==> config.mk <==
export PLATFORM = sky130hd
export DESIGN_NAME = toy_register_machine_execute
export DESIGN_NICKNAME = d
export VERILOG_FILES = /design/src/hw/rtl/trm_pkg.sv /design/src/hw/rtl/trm_regfile.sv /design/src/hw/rtl/trm_exec.sv /design/src/hw/rtl/toy_register_machine_execute.sv
export VERILOG_INCLUDE_DIRS = /design/src /design/src/hw/rtl
export SDC_FILE = /design/constraint.sdc
export NUM_CORES = 1
export LEC_CHECK = 0
export BUFFER_PORTS_ARGS = -buffer_cell sky130_fd_sc_hd__buf_2
export CAP_MARGIN = 20
export CORE_UTILIZATION = 50
export DETAILED_ROUTE_END_ITERATION = 8
export PLACE_DENSITY = 0.67
export SYNTH_ARGS = -nofsm -noshare
export SYNTH_HDL_FRONTEND = slang
export SYNTH_HIERARCHICAL = 1
export SYNTH_SLANG_ARGS = --single-unit
export TNS_END_PERCENT = 5
==> constraint.sdc <==
create_clock -name clk -period 12.2 [get_ports clk]
set_input_delay 2.44 -clock clk [delete_from_list [all_inputs] [get_ports clk]]
set_output_delay 2.44 -clock clk [all_outputs]
set_load 0.02 [all_outputs]
==> src/hw/rtl/assert_macros.svh <==
// Assertion helpers shared by the RTL. Each macro expects clk and arst_n in scope.
`ifndef ASSERT_MACROS_SVH
`define ASSERT_MACROS_SVH

// Same-cycle implication, checked at every rising edge outside reset.
`define ASSERT_IMPLIES(lbl, ante, cons) \
	lbl: assert property (@(posedge clk) disable iff (!arst_n) (ante) |-> (cons)) \
		else $error("assertion failed");

// Next-cycle implication, checked at every rising edge outside reset.
`define ASSERT_NEXT(lbl, ante, cons) \
	lbl: assert property (@(posedge clk) disable iff (!arst_n) (ante) |=> (cons)) \
		else $error("assertion failed");

`endif

==> src/hw/rtl/trm_pkg.sv <==
package trm_pkg;

	localparam int unsigned WordW = 32;
	localparam int unsigned ByteW = 8;
	localparam int unsigned NumByteRegs = 4;
	localparam int unsigned NumWordRegs = 6;

	// Opcodes.
	localparam logic [3:0] OP_NOOP     = 4'd0;
	localparam logic [3:0] OP_SET      = 4'd1;
	localparam logic [3:0] OP_SUM      = 4'd2;
	localparam logic [3:0] OP_SUB      = 4'd3;
	localparam logic [3:0] OP_JNZ      = 4'd4;
	localparam logic [3:0] OP_MOV_IN   = 4'd5;
	localparam logic [3:0] OP_MOV_OUT  = 4'd6;
	localparam logic [3:0] OP_COPY_MEM = 4'd7;
	localparam logic [3:0] OP_EXIT     = 4'd8;
	localparam logic [3:0] OP_SYSCALL  = 4'd9;

	// Register selects.
	localparam logic [3:0] SEL_PC        = 4'd0;
	localparam logic [3:0] SEL_BYTE_LO   = 4'd1;
	localparam logic [3:0] SEL_BYTE_HI   = 4'd4;
	localparam logic [3:0] SEL_WORD_LO   = 4'd5;
	localparam logic [3:0] SEL_WORD_HI   = 4'd10;

	// Stop reasons.
	localparam logic [2:0] WHY_NONE    = 3'd0;
	localparam logic [2:0] WHY_SYSCALL = 3'd1;
	localparam logic [2:0] WHY_ERROR   = 3'd3;
	localparam logic [2:0] WHY_EXIT    = 3'd4;

	// Argument counts required by the two instruction groups.
	localparam logic [1:0] ARGS_ALU = 2'd3;
	localparam logic [1:0] ARGS_MEM = 2'd2;

	typedef struct packed {
		logic [3:0]       cmd;
		logic [3:0]       reg_a;
		logic [3:0]       reg_b;
		logic [WordW-1:0] immediate;
		logic [1:0]       arg_count;
		logic             irq_pending;
		logic [2:0]       irq_reason;
	} item_t;

	typedef struct packed {
		logic             stop;
		logic [2:0]       reason;
		logic [WordW-1:0] pc_out;
		logic [WordW-1:0] dest_value;
	} result_t;

	// State update decided by the execute logic for one instruction.
	typedef struct packed {
		logic             ok;
		logic             we;
		logic [3:0]       sel;
		logic [WordW-1:0] data;
		logic [WordW-1:0] pc_next;
	} exec_t;

endpackage

==> src/hw/rtl/trm_regfile.sv <==
module trm_regfile (
	input  logic                       clk,
	input  logic                       arst_n,
	input  logic [3:0]                 rd_sel_a,
	input  logic [3:0]                 rd_sel_b,
	output logic [trm_pkg::WordW-1:0]  rd_data_a,
	output logic [trm_pkg::WordW-1:0]  rd_data_b,
	output logic [trm_pkg::WordW-1:0]  pc,
	input  logic                       commit,
	input  trm_pkg::exec_t             upd
);
	import trm_pkg::*;

	logic [WordW-1:0]                  pc_q;
	logic [NumByteRegs-1:0][ByteW-1:0] byte_q;
	logic [NumWordRegs-1:0][WordW-1:0] word_q;
	logic [3:0]                        wr_byte_off;
	logic [3:0]                        wr_word_off;

	// Unknown selects read as zero.
	function automatic logic [WordW-1:0] pick(
		input logic [3:0]                        sel,
		input logic [WordW-1:0]                  pc_v,
		input logic [NumByteRegs-1:0][ByteW-1:0] bregs,
		input logic [NumWordRegs-1:0][WordW-1:0] wregs
	);
		logic [3:0]       boff;
		logic [3:0]       woff;
		logic [WordW-1:0] val;
		boff = sel - SEL_BYTE_LO;
		woff = sel - SEL_WORD_LO;
		val  = '0;
		if (sel == SEL_PC) begin
			val = pc_v;
		end else if (sel inside {[SEL_BYTE_LO:SEL_BYTE_HI]}) begin
			val = {{(WordW-ByteW){1'b0}}, bregs[boff[1:0]]};
		end else if (sel inside {[SEL_WORD_LO:SEL_WORD_HI]}) begin
			val = wregs[woff[2:0]];
		end
		return val;
	endfunction

	assign rd_data_a = pick(rd_sel_a, pc_q, byte_q, word_q);
	assign rd_data_b = pick(rd_sel_b, pc_q, byte_q, word_q);
	assign pc        = pc_q;

	assign wr_byte_off = upd.sel - SEL_BYTE_LO;
	assign wr_word_off = upd.sel - SEL_WORD_LO;

	always_ff @(posedge clk or negedge arst_n) begin
		if (!arst_n) begin
			pc_q   <= '0;
			byte_q <= '0;
			word_q <= '0;
		end else if (commit) begin
			pc_q <= upd.pc_next;
			if (upd.we) begin
				if (upd.sel inside {[SEL_BYTE_LO:SEL_BYTE_HI]}) begin
					byte_q[wr_byte_off[1:0]] <= upd.data[ByteW-1:0];
				end else if (upd.sel inside {[SEL_WORD_LO:SEL_WORD_HI]}) begin
					word_q[wr_word_off[2:0]] <= upd.data;
				end
			end
		end
	end

endmodule

==> src/hw/rtl/trm_exec.sv <==
module trm_exec (
	input  trm_pkg::item_t             item,
	input  logic [trm_pkg::WordW-1:0]  pc,
	input  logic [trm_pkg::WordW-1:0]  a_val,
	input  logic [trm_pkg::WordW-1:0]  b_val,
	output trm_pkg::exec_t             upd,
	output trm_pkg::result_t           result
);
	import trm_pkg::*;

	logic             ok;
	logic [2:0]       why;
	logic             jumped;
	logic             write;
	logic [WordW-1:0] wval;
	logic [WordW-1:0] pc_base;
	logic [WordW-1:0] pc_next;
	logic             is_byte;
	logic             is_word;

	always_comb begin
		ok     = 1'b1;
		why    = WHY_NONE;
		jumped = 1'b0;
		write  = 1'b0;
		wval   = item.immediate;
		case (item.cmd)
			OP_NOOP: begin
			end
			OP_SET, OP_SUM, OP_SUB, OP_JNZ: begin
				if (item.arg_count < ARGS_ALU) begin
					ok  = 1'b0;
					why = WHY_ERROR;
				end else if (item.cmd == OP_SET) begin
					write = 1'b1;
				end else if (item.cmd == OP_SUM) begin
					write = 1'b1;
					wval  = a_val + b_val;
				end else if (item.cmd == OP_SUB) begin
					write = 1'b1;
					wval  = a_val - b_val;
				end else begin
					jumped = (a_val != '0);
				end
			end
			OP_MOV_IN, OP_MOV_OUT, OP_COPY_MEM: begin
				if (item.arg_count < ARGS_MEM) begin
					ok  = 1'b0;
					why = WHY_ERROR;
				end
			end
			OP_EXIT: begin
				ok  = 1'b0;
				why = WHY_EXIT;
			end
			OP_SYSCALL: begin
				ok  = 1'b0;
				why = WHY_SYSCALL;
			end
			default: begin
				ok  = 1'b0;
				why = WHY_ERROR;
			end
		endcase
	end

	assign is_byte = item.reg_a inside {[SEL_BYTE_LO:SEL_BYTE_HI]};
	assign is_word = item.reg_a inside {[SEL_WORD_LO:SEL_WORD_HI]};

	// A write to the PC still takes the normal advance afterwards.
	assign pc_base = (write && item.reg_a == SEL_PC) ? wval : pc;

	always_comb begin
		if (!ok) begin
			pc_next = pc;
		end else if (jumped) begin
			pc_next = item.immediate;
		end else begin
			pc_next = pc_base + 1'b1;
		end
	end

	assign upd.ok      = ok;
	assign upd.we      = write && (is_byte || is_word);
	assign upd.sel     = item.reg_a;
	assign upd.data    = wval;
	assign upd.pc_next = pc_next;

	always_comb begin
		result.stop   = !ok || item.irq_pending;
		result.reason = !ok ? why : (item.irq_pending ? item.irq_reason : WHY_NONE);
		result.pc_out = pc_next;
		if (item.reg_a == SEL_PC) begin
			result.dest_value = pc_next;
		end else if (write && is_byte) begin
			result.dest_value = {{(WordW-ByteW){1'b0}}, wval[ByteW-1:0]};
		end else if (write && is_word) begin
			result.dest_value = wval;
		end else begin
			result.dest_value = a_val;
		end
	end

endmodule

==> src/hw/rtl/toy_register_machine_execute.sv <==
// Execute stage of a small register machine.
// Input channel (item_valid, item_stall, item) carries one decoded instruction per
// beat: opcode, two register selects, an immediate, the argument count and the
// interrupt status. Output channel (result_valid, result_stall, result) returns one
// beat per instruction: stop flag, stop reason, the new PC and the value that the
// first named register holds after the instruction.
// An accepted beat is captured in an input register and executed against the register
// file from there; its outcome lands in the result register when it commits, which a
// stalled, full result register holds off. One instruction is accepted per cycle
// while item_stall is low; the limit is the single add or subtract and the PC
// increment between the input register and the result register.
// Instructions see the register file as left by all earlier ones, in order.
// Reset clears the PC and all registers to zero and empties both pipeline stages.
// When the receiver stalls, the result register holds its beat; the input register
// can still move one instruction into the result register once it frees up, and
// item_stall rises only while both stages are full and the output is stalled.
`include "assert_macros.svh"

module toy_register_machine_execute (
	input  logic              clk,
	input  logic              arst_n,
	input  logic              item_valid,
	output logic              item_stall,
	input  trm_pkg::item_t    item,
	output logic              result_valid,
	input  logic              result_stall,
	output trm_pkg::result_t  result
);
	import trm_pkg::*;

	// Input register stage.
	logic    valid_s1;
	item_t   item_s1;

	// Result register.
	logic    result_valid_q;
	result_t result_q;

	// Register file interface.
	logic [WordW-1:0] a_val;
	logic [WordW-1:0] b_val;
	logic [WordW-1:0] pc;
	exec_t            upd;
	result_t          exec_result;

	// The instruction in the input register executes and retires when the result
	// register is empty or is being drained in this cycle.
	logic commit;

	assign commit     = valid_s1 && !(result_valid_q && result_stall);
	assign item_stall = valid_s1 && !commit;

	trm_regfile u_regfile (
		.clk       (clk),
		.arst_n    (arst_n),
		.rd_sel_a  (item_s1.reg_a),
		.rd_sel_b  (item_s1.reg_b),
		.rd_data_a (a_val),
		.rd_data_b (b_val),
		.pc        (pc),
		.commit    (commit),
		.upd       (upd)
	);

	trm_exec u_exec (
		.item   (item_s1),
		.pc     (pc),
		.a_val  (a_val),
		.b_val  (b_val),
		.upd    (upd),
		.result (exec_result)
	);

	always_ff @(posedge clk or negedge arst_n) begin
		if (!arst_n) begin
			valid_s1       <= 1'b0;
			result_valid_q <= 1'b0;
		end else begin
			if (!item_stall) begin
				valid_s1 <= item_valid;
			end
			if (commit) begin
				result_valid_q <= 1'b1;
			end else if (!result_stall) begin
				result_valid_q <= 1'b0;
			end
		end
	end

	// Payload registers carry no reset; their valid bits qualify them.
	always_ff @(posedge clk) begin
		if (item_valid && !item_stall) begin
			item_s1 <= item;
		end
		if (commit) begin
			result_q <= exec_result;
		end
	end

	assign result_valid = result_valid_q;
	assign result       = result_q;

	// Backpressure only ever comes from a full input register.
	`ASSERT_IMPLIES(a_stall_needs_item, item_stall, valid_s1)
	// A retired instruction always shows up in the result register next cycle.
	`ASSERT_NEXT(a_commit_fills_result, commit, result_valid_q)
	// A failed or stopping-by-opcode instruction leaves the PC untouched.
	`ASSERT_NEXT(a_fail_keeps_pc, commit && !upd.ok, pc == $past(pc))

endmodule

==> flow_metrics.env <==
export IMPL_die_y_um=227.9
export IMPL_min_period_ps=9010
export IMPL_drv_slew=0
export IMPL_leakage_nw=12.13
export IMPL_path_class="flop to flop"
export IMPL_port_buffers=123
export IMPL_cp_top_family="compound AO/OA/AOI/OAI gates"
export IMPL_grt_ovfl_total=0
export IMPL_final_setup_viol_count=0
export IMPL_p_seq_share_pct=41.2
export IMPL_core_area_mm2=0.05027
export IMPL_grt_start_max_net_pins=119
export IMPL_routed_wl_mm=91.61
export IMPL_cts_resized=0
export IMPL_slowest_stage="a221oi_2"
export IMPL_rows=82
export IMPL_synthCells=2382
export IMPL_syn_avg_cell_area_um2=10.72
export IMPL_clk_pin_slew_ps=60
export IMPL_cp_arrival_ps=9490
export IMPL_worstPathMaxFanout=49
export IMPL_critPathCaptureType="flop"
export IMPL_drt_iter0_drc=2211
export IMPL_vias=21020
export IMPL_fill_cells=4386
export IMPL_holdBufCountCts=0
export IMPL_initial_utilization_pct=50.77
export IMPL_h_tree_depth=2
export IMPL_yosysWarnings=6
export IMPL_cp_num_buf_inv=4
export IMPL_clk_latency_ps=600
export IMPL_wire_per_inst_um=29.33
export IMPL_first_global_vias=20460
export IMPL_hp_class="flop to flop"
export IMPL_required_ps=12680
export IMPL_outcome="finished clean"
export IMPL_slew_limit_headroom_pct=20.89
export IMPL_drcViolationCount=0
export IMPL_fmax_mhz=111.0
export IMPL_dieArea_mm2=0.05196
export IMPL_drive_gt1_share_pct=27.51
export IMPL_p_per_area_mw_per_mm2=133.4
export IMPL_die_x_um=227.9
export IMPL_timing_worst_slew_pin_value_ps=1187
export IMPL_p_sw_share_pct=33.60
export IMPL_ioPinCount=124
export IMPL_cts_setup_buffers=0
export IMPL_synth_fp_nets=2512
export IMPL_critical_path_cell_chain="buf_4 -> inv_1 -> ha_2 -> buf_4 -> nand3_1 -> buf_4 -> o21ai_0 -> ha_1 -> a21oi_1 -> o21ai_0 -> a21oi_1 -> nand3_1 -> a211oi_1 -> xor2_1 -> a221oi_2 -> nand2_1 -> o21a_1 -> or4b_4 -> o31ai_1 -> nor3b_2 -> o31ai_2 -> mux2_2"
export IMPL_maxCapViolCount=0
export IMPL_cpPeakStageDelay_ps=990
export IMPL_numCtsBuffers=43
export IMPL_grt_pass1_wl_mm=135.8
export IMPL_cp_common_cell="buf_4"
export IMPL_cts_root_buf="clkbuf_16"
export IMPL_place_gp_congestion=0.9451
export IMPL_power_frac_comb_pct=23.5
export IMPL_syn_cell_area_mm2=0.02553
export IMPL_viasPerCell=6.728
export IMPL_p_sw_mw=1.256
export IMPL_startpoint_type="flop"
export IMPL_postLayoutCoreUtil_pct=55.73
export IMPL_vdd_ir_drop_max_mv=0.1225
export IMPL_syn_to_final_growth_pct=9.769
export IMPL_fin_tns_setup_ps=0
export IMPL_clock_path_buffers=3
export IMPL_drtPass1Iterations=6
export IMPL_finalNetCount=2546
export IMPL_rsz0062_at_grt="no"
export IMPL_period_share_pct=73.85
export IMPL_ant_nets=0
export IMPL_p_int_mw=2.482
export IMPL_clkSinkCount=376
export IMPL_finalHoldViolations=0
export IMPL_cts_tree="built"
export IMPL_power_share_clock_pct=35.3
export IMPL_grt_util_all_layers_pct=34.88
export IMPL_antenna_found_initial=1
export IMPL_clock_skew_ps=24.71
export IMPL_dp_hpwl_mm=64.34
==> through the flow <==
step           area [um^2]  total power, mW  hold WS, ps  worst slack [ps]  cells
3_3_place_gp         26590            2.403        480.2              3493   3040
6_report             28020            3.738        509.5              3190   3124
5_1_grt              28010            3.871        531.2              2961   3122
4_1_cts              27990            3.734        506.1              3401   3119
3_5_place_dp         26590            2.415        490.0              3440   3040
2_1_floorplan        25530            2.129        466.7              2537   2382
==> layer usage <==
metal,global-route usage [%],vias up,share of wire (%)
met2,52.17,1010,44
met5,0,-,0
met3,7.587,182,9.1
li1,-,9076,-
met4,9.648,0,2.8
met1,50.92,10750,44
==> layout make-up <==
cell class	instances	area, um^2	area share (%)
Clock buffer	56	1155	4.122
Antenna cell	2	5.005	0.01786
Timing Repair Buffer	179	1046	3.733
Tap cell	672	840.8	3.001
Inverter	86	322.8	1.152
Multi-Input combinational cell	1730	14400	51.40
Sequential cell	376	10000	35.69
Clock inverter	23	247.7	0.8842
==> worst paths after layout <==
kind / start / to / slack (ps) / depth (start not counted)
worst min register to register: u_regfile/word_q[66] / u_regfile/word_q[66] / 510 / 1
worst min-delay path: u_regfile/word_q[66] / u_regfile/word_q[66] / 510 / 1
min in group asynchronous: arst_n / u_regfile/byte_q[19] / 1940 / 1
worst max register to register: item_s1[42] / u_regfile/pc[31] / 3190 / 22
max in group asynchronous: arst_n / u_regfile/pc[30] / 7920 / 3
worst max-delay path: item_s1[42] / u_regfile/pc[31] / 3190 / 22
==> power groups by stage <==
stage	combinational [mW]	sequential, mW	clock [mW]
final	0.880	1.54	1.32
after global routing	0.938	1.55	1.39
after CTS	0.864	1.53	1.34
after detailed placement	0.861	1.55	0
after global placement	0.853	1.55	0
after floorplan	0.590	1.54	0
==> registers in the layout, summed over array words and instances, names as in the netlist <==
name,flops
valid_s1,1
u_regfile/byte_q,32
result,68
result_valid,1
u_regfile/pc,32
u_regfile/word_q,192
item_s1,50
==> cell usage in the layout (no fill, tap or decap), types with 32 or more instances in the layout <==
| master | n |
|---|---|
| nor3_1 | 34 |
| mux2_2 | 253 |
| buf_2 | 122 |
| o21ai_0 | 108 |
| a22oi_1 | 56 |
| buf_4 | 55 |
| nand2_1 | 181 |
| nand3_1 | 55 |
| inv_1 | 83 |
| nor2_1 | 117 |
| nand3b_1 | 32 |
| a21oi_1 | 105 |
| mux4_2 | 80 |
| mux2i_1 | 78 |
| nand4_1 | 56 |
| dfrtp_1 | 258 |
| ha_1 | 72 |
| edfxtp_1 | 118 |
| clkbuf_16 | 43 |
No activity file was read; power rests on OpenSTA's default activity.
